`src/rtl/core/level_median_expression_estimator_unit_defines.svh`:
```
// Assertion macros for the level median expression estimator.
`ifndef LEVEL_MEDIAN_EXPRESSION_ESTIMATOR_UNIT_DEFINES_SVH
`define LEVEL_MEDIAN_EXPRESSION_ESTIMATOR_UNIT_DEFINES_SVH

`ifndef NO_ASSERTIONS
// same-cycle implication
`define LMEE_ASSERT_NOW(label, ck, rn, ante, cons) \
  label: assert property (@(posedge ck) disable iff (!rn) (ante) |-> (cons)) \
    else $error("lmee: same-cycle check failed");
// next-cycle implication
`define LMEE_ASSERT_NEXT(label, ck, rn, ante, cons) \
  label: assert property (@(posedge ck) disable iff (!rn) (ante) |=> (cons)) \
    else $error("lmee: next-cycle check failed");
`else
`define LMEE_ASSERT_NOW(label, ck, rn, ante, cons)
`define LMEE_ASSERT_NEXT(label, ck, rn, ante, cons)
`endif

`endif

```
`src/rtl/core/lmee_pkg.sv`:
```
`default_nettype none

package lmee_pkg;

  localparam int FRACTION_BITS = 16;

  localparam int DATA_W    = 16;
  localparam int RUN_W     = 40;
  localparam int CNT_W     = 16 + FRACTION_BITS;      // corrected count, diff
  localparam int MED_W     = 15 + FRACTION_BITS;      // median position
  localparam int PROD_W    = 32;                      // total * fpr
  localparam int FP_LSHIFT = (FRACTION_BITS >= 16) ? (FRACTION_BITS - 16) : 0;
  localparam int FP_RSHIFT = (FRACTION_BITS >= 16) ? 0 : (16 - FRACTION_BITS);
  localparam int EXPSH_W   = PROD_W + FP_LSHIFT;
  localparam int PROD2_W   = MED_W + DATA_W;          // num * span
  localparam int PDIV_W    = PROD2_W + 1;             // num * span + corr - 1
  localparam int DIV_W     = 16 + FRACTION_BITS;      // divider datapath
  localparam int DIV_CNT_W = $clog2(DIV_W + 1);

  typedef struct packed {
    logic                 start;
    logic [DIV_W-1:0]     rem0;   // initial partial remainder, below den
    logic [DIV_W-1:0]     quo0;   // dividend low bits, left aligned
    logic [DIV_W-1:0]     den;
    logic [DIV_CNT_W-1:0] steps;
  } div_req_t;

  typedef struct packed {
    logic             busy;
    logic             done;
    logic [DIV_W-1:0] quo;
  } div_rsp_t;

endpackage

`default_nettype wire

```
`src/rtl/core/lmee_ifs.sv`:
```
`default_nettype none

interface lmee_in_if;
  logic                       valid;
  logic                       ready;
  logic [lmee_pkg::DATA_W-1:0] hit_count;
  logic [lmee_pkg::DATA_W-1:0] minimiser_total;
  logic [lmee_pkg::DATA_W-1:0] fp_rate;
  logic [lmee_pkg::DATA_W-1:0] level_threshold;
  logic [lmee_pkg::DATA_W-1:0] upper_threshold;
  logic                       top_level;
  logic                       last_level;
  logic                       bin_deleted;
  logic [lmee_pkg::DATA_W-1:0] norm_divisor;

  modport source (
    output valid, hit_count, minimiser_total, fp_rate, level_threshold,
           upper_threshold, top_level, last_level, bin_deleted, norm_divisor,
    input  ready
  );
  modport sink (
    input  valid, hit_count, minimiser_total, fp_rate, level_threshold,
           upper_threshold, top_level, last_level, bin_deleted, norm_divisor,
    output ready
  );
endinterface

interface lmee_out_if;
  logic                       valid;
  logic                       ready;
  logic [lmee_pkg::DATA_W-1:0] estimate;
  logic                       divide_by_zero;

  modport source (output valid, estimate, divide_by_zero, input ready);
  modport sink   (input valid, estimate, divide_by_zero, output ready);
endinterface

`default_nettype wire

```
`src/rtl/core/level_median_expression_estimator_unit.sv`:
```
// Level median expression estimator.
// in_ch (valid/ready) carries one bin's hit count per level, highest level
// first; top_level opens an experiment, last_level closes it. out_ch carries
// one transaction per last_level item: the estimate and the zero-divisor flag.
// cfg_we/cfg_wdata write normalize_enable; write it only while idle.
// Each item runs on one shared radix-2 divider under a small sequencer, and
// in_ch.ready is low until the item is done. With F = FRACTION_BITS:
//   deleted bin or estimate already fixed: straight to the finish state
//   level that only adds to the running sum: count correction divide
//     (skipped when the corrected count saturates)
//   level that fixes the estimate: count correction, then up to two more
//     divides (count correction F+16 divider steps, interpolation 16 steps,
//      normalization 16 steps, plus setup states around each).
// The result becomes valid in the same cycle in_ch.ready comes back high.
// The result sits in an output register; the next item is taken while it
// waits. A last_level item that finds the register still full waits at its
// end until out_ch.ready frees it.
// Reset (rst_n low, synchronous) clears the sum, estimate, flags, the
// output valid and normalize_enable; no clearing pass is needed.
`default_nettype none

`include "level_median_expression_estimator_unit_defines.svh"

module level_median_expression_estimator_unit (
  input  logic              clk,
  input  logic              rst_n,
  lmee_in_if.sink           in_ch,
  lmee_out_if.source        out_ch,
  input  logic              cfg_we,
  input  logic              cfg_wdata
);

  localparam int F = lmee_pkg::FRACTION_BITS;

  typedef enum logic [10:0] {
    ST_IDLE   = 11'b00000000001,
    ST_MUL1   = 11'b00000000010,
    ST_DIFF   = 11'b00000000100,
    ST_DIV1   = 11'b00000001000,
    ST_CHECK  = 11'b00000010000,
    ST_MUL2   = 11'b00000100000,
    ST_LOAD2  = 11'b00001000000,
    ST_DIV2   = 11'b00010000000,
    ST_NORM   = 11'b00100000000,
    ST_DIV3   = 11'b01000000000,
    ST_FINISH = 11'b10000000000
  } state_t;

  state_t state_r, state_nxt;

  // experiment state
  logic                         norm_en_r;
  logic [lmee_pkg::RUN_W-1:0]   running_r, running_nxt;
  logic [lmee_pkg::DATA_W-1:0]  cur_est_r, cur_est_nxt;
  logic                         zdiv_r, zdiv_nxt;
  logic                         found_r, found_nxt;

  // latched item
  logic [lmee_pkg::DATA_W-1:0]  count_r, count_nxt;
  logic [lmee_pkg::DATA_W-1:0]  total_r, total_nxt;
  logic [lmee_pkg::DATA_W-1:0]  fpr_r, fpr_nxt;
  logic [lmee_pkg::DATA_W-1:0]  level_r, level_nxt;
  logic [lmee_pkg::DATA_W-1:0]  upper_r, upper_nxt;
  logic                         top_r, top_nxt;
  logic                         last_r, last_nxt;
  logic [lmee_pkg::DATA_W-1:0]  divisor_r, divisor_nxt;

  // datapath intermediates
  logic [lmee_pkg::PROD_W-1:0]  prod_r, prod_nxt;
  logic [lmee_pkg::CNT_W-1:0]   corr_r, corr_nxt;
  logic [lmee_pkg::PROD2_W-1:0] prod2_r, prod2_nxt;

  // output register
  logic                         out_valid_r, out_valid_nxt;
  logic [lmee_pkg::DATA_W-1:0]  out_est_r, out_est_nxt;
  logic                         out_dbz_r, out_dbz_nxt;

  lmee_pkg::div_req_t div_req;
  lmee_pkg::div_rsp_t div_rsp;

  lmee_div u_div (
    .clk   (clk),
    .rst_n (rst_n),
    .req   (div_req),
    .rsp   (div_rsp)
  );

  // count correction: diff = count<<F - total*fpr (rescaled), den = 1 - fpr
  logic [16:0]                  den1;
  logic [lmee_pkg::CNT_W-1:0]   scaled;
  logic [lmee_pkg::EXPSH_W-1:0] exp_sh;
  logic [lmee_pkg::CNT_W-1:0]   expected;
  logic [lmee_pkg::CNT_W-1:0]   diff;

  assign den1     = 17'h10000 - 17'(fpr_r);
  assign scaled   = lmee_pkg::CNT_W'(count_r) << F;
  assign exp_sh   = lmee_pkg::EXPSH_W'(prod_r) << lmee_pkg::FP_LSHIFT;
  assign expected = lmee_pkg::CNT_W'(exp_sh >> lmee_pkg::FP_RSHIFT);
  assign diff     = (scaled > expected) ? (scaled - expected) : '0;

  // median test and interpolation operands
  logic [lmee_pkg::RUN_W:0]    sum;
  logic [lmee_pkg::RUN_W:0]    median_ext;
  logic [lmee_pkg::MED_W-1:0]  num;
  logic [lmee_pkg::DATA_W-1:0] span;
  logic [lmee_pkg::PDIV_W-1:0] pdiv;
  logic [lmee_pkg::DATA_W-1:0] q;
  logic                        div_wait;

  assign sum        = {1'b0, running_r} + (lmee_pkg::RUN_W + 1)'(corr_r);
  assign median_ext = (lmee_pkg::RUN_W + 1)'(total_r) << (F - 1);
  assign num        = lmee_pkg::MED_W'(median_ext - {1'b0, running_r});
  assign span       = upper_r - level_r;
  // ceil(num*span/corr) as floor((num*span + corr - 1)/corr)
  assign pdiv       = lmee_pkg::PDIV_W'(prod2_r) + lmee_pkg::PDIV_W'(corr_r)
                      - lmee_pkg::PDIV_W'(1);
  assign q          = div_rsp.quo[lmee_pkg::DATA_W-1:0];
  assign div_wait   = (state_r == ST_DIV1) || (state_r == ST_DIV2) || (state_r == ST_DIV3);

  assign in_ch.ready = (state_r == ST_IDLE);

  always_comb begin
    state_nxt   = state_r;
    running_nxt = running_r;
    cur_est_nxt = cur_est_r;
    zdiv_nxt    = zdiv_r;
    found_nxt   = found_r;
    count_nxt   = count_r;
    total_nxt   = total_r;
    fpr_nxt     = fpr_r;
    level_nxt   = level_r;
    upper_nxt   = upper_r;
    top_nxt     = top_r;
    last_nxt    = last_r;
    divisor_nxt = divisor_r;
    prod_nxt    = prod_r;
    corr_nxt    = corr_r;
    prod2_nxt   = prod2_r;
    out_est_nxt = out_est_r;
    out_dbz_nxt = out_dbz_r;
    div_req     = '0;

    out_valid_nxt = out_valid_r;
    if (out_valid_r && out_ch.ready) begin
      out_valid_nxt = 1'b0;
    end

    unique case (state_r)
      ST_IDLE: begin
        if (in_ch.valid) begin
          count_nxt   = in_ch.hit_count;
          total_nxt   = in_ch.minimiser_total;
          fpr_nxt     = in_ch.fp_rate;
          level_nxt   = in_ch.level_threshold;
          upper_nxt   = in_ch.upper_threshold;
          top_nxt     = in_ch.top_level;
          last_nxt    = in_ch.last_level;
          divisor_nxt = in_ch.norm_divisor;
          // new experiment: clear before the item acts
          if (in_ch.top_level) begin
            running_nxt = '0;
            cur_est_nxt = '0;
            zdiv_nxt    = 1'b0;
            found_nxt   = 1'b0;
          end
          if (in_ch.bin_deleted || (found_r && !in_ch.top_level)) begin
            state_nxt = ST_FINISH;
          end else begin
            state_nxt = ST_MUL1;
          end
        end
      end
      ST_MUL1: begin
        prod_nxt  = lmee_pkg::PROD_W'(total_r) * lmee_pkg::PROD_W'(fpr_r);
        state_nxt = ST_DIFF;
      end
      ST_DIFF: begin
        // quotient overflows the count width iff diff >= den << F
        if ((diff >> F) >= lmee_pkg::CNT_W'(den1)) begin
          corr_nxt  = {lmee_pkg::CNT_W{1'b1}};
          state_nxt = ST_CHECK;
        end else begin
          div_req.start = 1'b1;
          div_req.rem0  = lmee_pkg::DIV_W'(diff >> F);
          div_req.quo0  = {diff[F-1:0], 16'h0000};
          div_req.den   = lmee_pkg::DIV_W'(den1);
          div_req.steps = lmee_pkg::DIV_CNT_W'(lmee_pkg::CNT_W);
          state_nxt     = ST_DIV1;
        end
      end
      ST_DIV1: begin
        if (div_rsp.done) begin
          corr_nxt  = lmee_pkg::CNT_W'(div_rsp.quo);
          state_nxt = ST_CHECK;
        end
      end
      ST_CHECK: begin
        if (sum >= median_ext) begin
          found_nxt = 1'b1;
          state_nxt = ST_NORM;
          if (top_r) begin
            cur_est_nxt = level_r;
          end else if (upper_r <= level_r) begin
            cur_est_nxt = level_r;
          end else if ((median_ext <= {1'b0, running_r}) || (corr_r == '0)) begin
            cur_est_nxt = upper_r;
          end else begin
            state_nxt = ST_MUL2;
          end
        end else begin
          running_nxt = sum[lmee_pkg::RUN_W] ? {lmee_pkg::RUN_W{1'b1}}
                                             : sum[lmee_pkg::RUN_W-1:0];
          state_nxt   = ST_FINISH;
        end
      end
      ST_MUL2: begin
        prod2_nxt = lmee_pkg::PROD2_W'(num) * lmee_pkg::PROD2_W'(span);
        state_nxt = ST_LOAD2;
      end
      ST_LOAD2: begin
        // quotient of 2^16 or more is past any span: clamp to level
        if ((pdiv >> 16) >= lmee_pkg::PDIV_W'(corr_r)) begin
          cur_est_nxt = level_r;
          state_nxt   = ST_NORM;
        end else begin
          div_req.start = 1'b1;
          div_req.rem0  = lmee_pkg::DIV_W'(pdiv >> 16);
          div_req.quo0  = {pdiv[15:0], {F{1'b0}}};
          div_req.den   = lmee_pkg::DIV_W'(corr_r);
          div_req.steps = lmee_pkg::DIV_CNT_W'(16);
          state_nxt     = ST_DIV2;
        end
      end
      ST_DIV2: begin
        if (div_rsp.done) begin
          cur_est_nxt = (q >= span) ? level_r : (upper_r - q);
          state_nxt   = ST_NORM;
        end
      end
      ST_NORM: begin
        if (norm_en_r) begin
          if (divisor_r == '0) begin
            zdiv_nxt  = 1'b1;
            state_nxt = ST_FINISH;
          end else begin
            div_req.start = 1'b1;
            div_req.rem0  = '0;
            div_req.quo0  = {cur_est_r, {F{1'b0}}};
            div_req.den   = lmee_pkg::DIV_W'(divisor_r);
            div_req.steps = lmee_pkg::DIV_CNT_W'(16);
            state_nxt     = ST_DIV3;
          end
        end else begin
          state_nxt = ST_FINISH;
        end
      end
      ST_DIV3: begin
        if (div_rsp.done) begin
          cur_est_nxt = q;
          state_nxt   = ST_FINISH;
        end
      end
      ST_FINISH: begin
        if (!last_r) begin
          state_nxt = ST_IDLE;
        end else if (!out_valid_r || out_ch.ready) begin
          // output register free (or freed this cycle): load the result
          out_valid_nxt = 1'b1;
          out_est_nxt   = cur_est_r;
          out_dbz_nxt   = zdiv_r;
          state_nxt     = ST_IDLE;
        end
      end
      default: begin
        state_nxt = ST_IDLE;
      end
    endcase
  end

  always_ff @(posedge clk) begin
    if (!rst_n) begin
      state_r     <= ST_IDLE;
      norm_en_r   <= 1'b0;
      running_r   <= '0;
      cur_est_r   <= '0;
      zdiv_r      <= 1'b0;
      found_r     <= 1'b0;
      out_valid_r <= 1'b0;
    end else begin
      state_r     <= state_nxt;
      running_r   <= running_nxt;
      cur_est_r   <= cur_est_nxt;
      zdiv_r      <= zdiv_nxt;
      found_r     <= found_nxt;
      out_valid_r <= out_valid_nxt;
      if (cfg_we) begin
        norm_en_r <= cfg_wdata;
      end
    end
  end

  always_ff @(posedge clk) begin
    count_r   <= count_nxt;
    total_r   <= total_nxt;
    fpr_r     <= fpr_nxt;
    level_r   <= level_nxt;
    upper_r   <= upper_nxt;
    top_r     <= top_nxt;
    last_r    <= last_nxt;
    divisor_r <= divisor_nxt;
    prod_r    <= prod_nxt;
    corr_r    <= corr_nxt;
    prod2_r   <= prod2_nxt;
    out_est_r <= out_est_nxt;
    out_dbz_r <= out_dbz_nxt;
  end

  assign out_ch.valid          = out_valid_r;
  assign out_ch.estimate       = out_est_r;
  assign out_ch.divide_by_zero = out_dbz_r;

  // block goes busy right after taking a transaction
  `LMEE_ASSERT_NEXT(a_busy_after_accept, clk, rst_n, in_ch.valid && in_ch.ready, !in_ch.ready)
  // divider is never restarted mid-operation
  `LMEE_ASSERT_NOW(a_div_start_free, clk, rst_n, div_req.start, !div_rsp.busy)
  // divider completion only lands in a wait state
  `LMEE_ASSERT_NOW(a_div_done_wait, clk, rst_n, div_rsp.done, div_wait)

endmodule

`default_nettype wire

```
`src/rtl/core/lmee_div.sv`:
```
`default_nettype none

// Restoring radix-2 divider, one quotient bit per cycle.
module lmee_div (
  input  logic               clk,
  input  logic               rst_n,
  input  lmee_pkg::div_req_t req,
  output lmee_pkg::div_rsp_t rsp
);

  logic [lmee_pkg::DIV_W-1:0]     rem_r, rem_nxt;
  logic [lmee_pkg::DIV_W-1:0]     quo_r, quo_nxt;
  logic [lmee_pkg::DIV_W-1:0]     den_r, den_nxt;
  logic [lmee_pkg::DIV_CNT_W-1:0] cnt_r, cnt_nxt;
  logic                           busy_r, busy_nxt;
  logic                           done_r, done_nxt;

  logic [lmee_pkg::DIV_W:0] trial;
  logic [lmee_pkg::DIV_W:0] trial_sub;
  logic                     ge;

  assign trial     = {rem_r, quo_r[lmee_pkg::DIV_W-1]};
  assign ge        = trial >= {1'b0, den_r};
  assign trial_sub = trial - {1'b0, den_r};

  always_comb begin
    rem_nxt  = rem_r;
    quo_nxt  = quo_r;
    den_nxt  = den_r;
    cnt_nxt  = cnt_r;
    busy_nxt = busy_r;
    done_nxt = 1'b0;
    if (req.start) begin
      rem_nxt  = req.rem0;
      quo_nxt  = req.quo0;
      den_nxt  = req.den;
      cnt_nxt  = req.steps;
      busy_nxt = 1'b1;
    end else if (busy_r) begin
      // remainder stays below den, so the top bit drops
      rem_nxt = ge ? trial_sub[lmee_pkg::DIV_W-1:0] : trial[lmee_pkg::DIV_W-1:0];
      quo_nxt = {quo_r[lmee_pkg::DIV_W-2:0], ge};
      cnt_nxt = cnt_r - lmee_pkg::DIV_CNT_W'(1);
      if (cnt_r == lmee_pkg::DIV_CNT_W'(1)) begin
        busy_nxt = 1'b0;
        done_nxt = 1'b1;
      end
    end
  end

  always_ff @(posedge clk) begin
    if (!rst_n) begin
      busy_r <= 1'b0;
      done_r <= 1'b0;
      cnt_r  <= '0;
    end else begin
      busy_r <= busy_nxt;
      done_r <= done_nxt;
      cnt_r  <= cnt_nxt;
    end
  end

  always_ff @(posedge clk) begin
    rem_r <= rem_nxt;
    quo_r <= quo_nxt;
    den_r <= den_nxt;
  end

  assign rsp.busy = busy_r;
  assign rsp.done = done_r;
  assign rsp.quo  = quo_r;

endmodule

`default_nettype wire

```
`src/flat_wrapper.sv`:
```
// flat-port wrapper written by rule: the top's interface ports become plain ports
module level_median_expression_estimator_unit_flat 
  (clk, rst_n, cfg_we, cfg_wdata, in_ch_valid, in_ch_hit_count, in_ch_minimiser_total, in_ch_fp_rate, in_ch_level_threshold, in_ch_upper_threshold, in_ch_top_level, in_ch_last_level, in_ch_bin_deleted, in_ch_norm_divisor, in_ch_ready, out_ch_valid, out_ch_estimate, out_ch_divide_by_zero, out_ch_ready);
  lmee_in_if in_ch_i ();
  lmee_out_if out_ch_i ();
  input  logic clk;
  input  logic rst_n;
  input  logic cfg_we;
  input  logic cfg_wdata;
  input wire logic [$bits(in_ch_i.valid)-1:0] in_ch_valid;
  input wire logic [$bits(in_ch_i.hit_count)-1:0] in_ch_hit_count;
  input wire logic [$bits(in_ch_i.minimiser_total)-1:0] in_ch_minimiser_total;
  input wire logic [$bits(in_ch_i.fp_rate)-1:0] in_ch_fp_rate;
  input wire logic [$bits(in_ch_i.level_threshold)-1:0] in_ch_level_threshold;
  input wire logic [$bits(in_ch_i.upper_threshold)-1:0] in_ch_upper_threshold;
  input wire logic [$bits(in_ch_i.top_level)-1:0] in_ch_top_level;
  input wire logic [$bits(in_ch_i.last_level)-1:0] in_ch_last_level;
  input wire logic [$bits(in_ch_i.bin_deleted)-1:0] in_ch_bin_deleted;
  input wire logic [$bits(in_ch_i.norm_divisor)-1:0] in_ch_norm_divisor;
  output wire logic [$bits(in_ch_i.ready)-1:0] in_ch_ready;
  output wire logic [$bits(out_ch_i.valid)-1:0] out_ch_valid;
  output wire logic [$bits(out_ch_i.estimate)-1:0] out_ch_estimate;
  output wire logic [$bits(out_ch_i.divide_by_zero)-1:0] out_ch_divide_by_zero;
  input wire logic [$bits(out_ch_i.ready)-1:0] out_ch_ready;
  assign in_ch_i.valid = in_ch_valid;
  assign in_ch_i.hit_count = in_ch_hit_count;
  assign in_ch_i.minimiser_total = in_ch_minimiser_total;
  assign in_ch_i.fp_rate = in_ch_fp_rate;
  assign in_ch_i.level_threshold = in_ch_level_threshold;
  assign in_ch_i.upper_threshold = in_ch_upper_threshold;
  assign in_ch_i.top_level = in_ch_top_level;
  assign in_ch_i.last_level = in_ch_last_level;
  assign in_ch_i.bin_deleted = in_ch_bin_deleted;
  assign in_ch_i.norm_divisor = in_ch_norm_divisor;
  assign in_ch_ready = in_ch_i.ready;
  assign out_ch_valid = out_ch_i.valid;
  assign out_ch_estimate = out_ch_i.estimate;
  assign out_ch_divide_by_zero = out_ch_i.divide_by_zero;
  assign out_ch_i.ready = out_ch_ready;
  level_median_expression_estimator_unit u_core (.clk(clk), .rst_n(rst_n), .in_ch(in_ch_i), .out_ch(out_ch_i), .cfg_we(cfg_we), .cfg_wdata(cfg_wdata));
endmodule
```
`config.mk`:
```
export PLATFORM = sky130hd
export DESIGN_NAME = level_median_expression_estimator_unit_flat
export DESIGN_NICKNAME = d
export VERILOG_FILES = /design/src/rtl/core/lmee_pkg.sv /design/src/rtl/core/lmee_ifs.sv /design/src/rtl/core/level_median_expression_estimator_unit.sv /design/src/rtl/core/lmee_div.sv /design/src/flat_wrapper.sv
export VERILOG_INCLUDE_DIRS = /design/src /design/src/rtl/core
export SDC_FILE = /design/constraint.sdc
export NUM_CORES = 2
export LEC_CHECK = 0
export BUFFER_PORTS_ARGS = -buffer_cell sky130_fd_sc_hd__buf_4
export CAP_MARGIN = 25
export CORE_MARGIN = 3
export CORE_UTILIZATION = 55
export DETAILED_ROUTE_END_ITERATION = 8
export GPL_ROUTABILITY_DRIVEN = 1
export HOLD_SLACK_MARGIN = 0.15
export PLACE_DENSITY_LB_ADDON = 0.3
export SLEW_MARGIN = 20
export SYNTH_ARGS = -nofsm -noshare
export SYNTH_HDL_FRONTEND = slang
export SYNTH_HIERARCHICAL = 1
export SYNTH_SLANG_ARGS = --single-unit
```
`constraint.sdc`:
```
create_clock -name clk -period 22.1 [get_ports clk]
set_clock_uncertainty 0.1 [all_clocks]
set_input_delay 1.105 -clock clk [delete_from_list [all_inputs] [get_ports clk]]
set_output_delay 1.105 -clock clk [all_outputs]
set_load 0.1 [all_outputs]
```
==> run metrics <==
Die H=315 um; Core Util, Final=60.4%; DRC Markers=0; largest net degree at the start of global routing=78; Num Clock Sinks=around 400; CTS tree=built; Crit path top cell by count=fa_1; Final #Nets=7072; total grt overflow=0; DP Area=54900 um2; CP Max Fanout=20; DRT iter0 DRCs=4322; Routed WL=160 mm; cells after synthesis=slightly below 6000; all-layer global routing usage=32.6%; P&R area growth vs syn=8.10%; initial antenna violation count=5; Hold WC Path Type=register to register; GR Util met3=between 8 and 9%; die width=315 um; setup TNS=0 ps; Max Fclk=101 MHz; Hold Vio Cnt, Final=0; RSZ-0062 raised after global routing=no; Arrival @ worst endpoint=10170 ps; Reg2Reg Capture Point=u_core/prod2_r[44]; R2R setup slack=between 10000 and 15000 ps; first-pass GRT wire length=247 mm; clk slew on worst S/H paths=70 ps; Most Crowded Layer GR=met2; worst setup path startpoint=u_core/level_r[1]; hold_buf cts=0; Clock Latency Late Sink=between 600 and 700 ps; Site Rows=112; Setup crit end=u_core/prod2_r[44]; setup bufs post-CTS=0; Worst setup EP type=register; Avg WL per Cell=between 20 and 25 um; Port-buffer cells=between 100 and 150; Placeable Area=94000 um2; clk buf depth=3; starting density of the core=55.9%; Final ANT Viol Nets=0; proportion of layout cells with a drive suffix above 1=8.17%; worst reg-to-reg path cell count=34; DRT Pass-1 Iters=7; max_cap viols=0; DPL Wire Length=128 mm; Mean Syn Cell Area=about 9 um2; Worst Tran Pin Value=1110 ps; vias post-DR=approximately 42000; DR vias/cell=5.93; H-tree depth=2; Post-Synthesis Cell Area=52500 um2; met2 global-route usage=49.3%; die area=99200 um2; CP Data Required Time=22360 ps; minimum clock period=9910 ps; outcome=complete, no violations; Max Slew Vio Count=0; clock buffer count from CTS=49; Final Cell Area=56800 um2; Resized Gates After CTS=0; Slowest-stage cell, CP=o41ai_1; gpl congestion=0.983; CP Launch Type=register; CP peak stage delay=between 700 and 800 ps; GR Layer Usage met1=between 40% and 50%; Worst slew margin=about a quarter; I/O pin count=124; number of global-route vias before repair=42300; kind of critical path=register to register; Final Cycle Share=44.8%; Clock Root Buffer=clkbuf_16; Reg2Reg Launch Point=u_core/level_r[1]; Setup Viol. Count Final=0; Syn. warnings=6
[metal layers]
metal | part of all wire (%) | wire [um] | vias to the layer above
met5 | 0.0081 | 13 | -
met4 | 4.2 | 6660 | 2
met3 | 12 | 18700 | 354
met2 | 43 | 69500 | 2063
met1 | 41 | 65500 | 20700
li1 | - | - | 19200
[registers in the layout (all words and copies together), names as in the netlist, 32 cells and up]
signal              cells
u_core/prod2_r         47
u_core/u_div/rem_r     32
u_core/exp_sh          32
u_core/u_div/den_r     32
u_core/u_div/quo_r     32
u_core/corr_r          32
u_core/running_r       40
[per-stage QoR]
stage,setup slack [ps],instances,hold slack (ps)
5_1_grt,11300,7144,378
2_1_floorplan,13340,5807,309
3_3_place_gp,12480,7049,321
3_5_place_dp,12280,7051,330
4_1_cts,12250,7142,341
6_report,12190,7145,340
[placed cells by master (no fill, tap or decap), drive strengths merged, types with 72 or more instances in the layout]
cell / count
nor2: 304
fa: 603
o21ai: 228
xnor2: 174
a21o: 131
nand2: 690
inv: 1043
and2: 172
edfxtp: 322
dfxtp: 79
nor3: 72
ha: 514
nand2b: 76
a21oi: 220
nand3: 89
buf: 210
xor2: 91
[area by class of cell]
type	count	area [um2]
fillers	8086	37300
multi-input cells	4151	36700
flip-flops and latches	401	11300
inverters	1036	3890
repair buffers	211	1600
well taps	1254	1570
clock buffers	54	1240
clock inverters	37	553
diodes	1	2.50
[worst min path at each step]
stage          cells after the start  slack (ps)     startpoint                      endpoint
3_5_place_dp                       0         330  u_core/zdiv_r  u_core/out_ch.divide_by_zero
2_1_floorplan                      0         310  u_core/zdiv_r  u_core/out_ch.divide_by_zero
3_3_place_gp                       0         320  u_core/zdiv_r  u_core/out_ch.divide_by_zero
5_1_grt                            0         380  u_core/zdiv_r  u_core/out_ch.divide_by_zero
6_report                           0         340  u_core/zdiv_r  u_core/out_ch.divide_by_zero
4_1_cts                            0         340  u_core/zdiv_r  u_core/out_ch.divide_by_zero
[worst max-delay path: cells and delay by family (launching register included)]
| kind | cells | cell delay (ps) |
|---|---|---|
| DFF | 1 | 410 |
| buffers and inverters | 5 | 700 |
| AOI/OAI and AO/OA | 14 | 3700 |
| xor gates and xnor gates | 2 | 230 |
| and+or+nand+nor | 5 | 730 |
| adders and majority gates | 8 | 3760 |
Power is left out: the tool's default activity adds up to more than one toggle a clock period on the data nets, which glitch-free logic cannot reach.
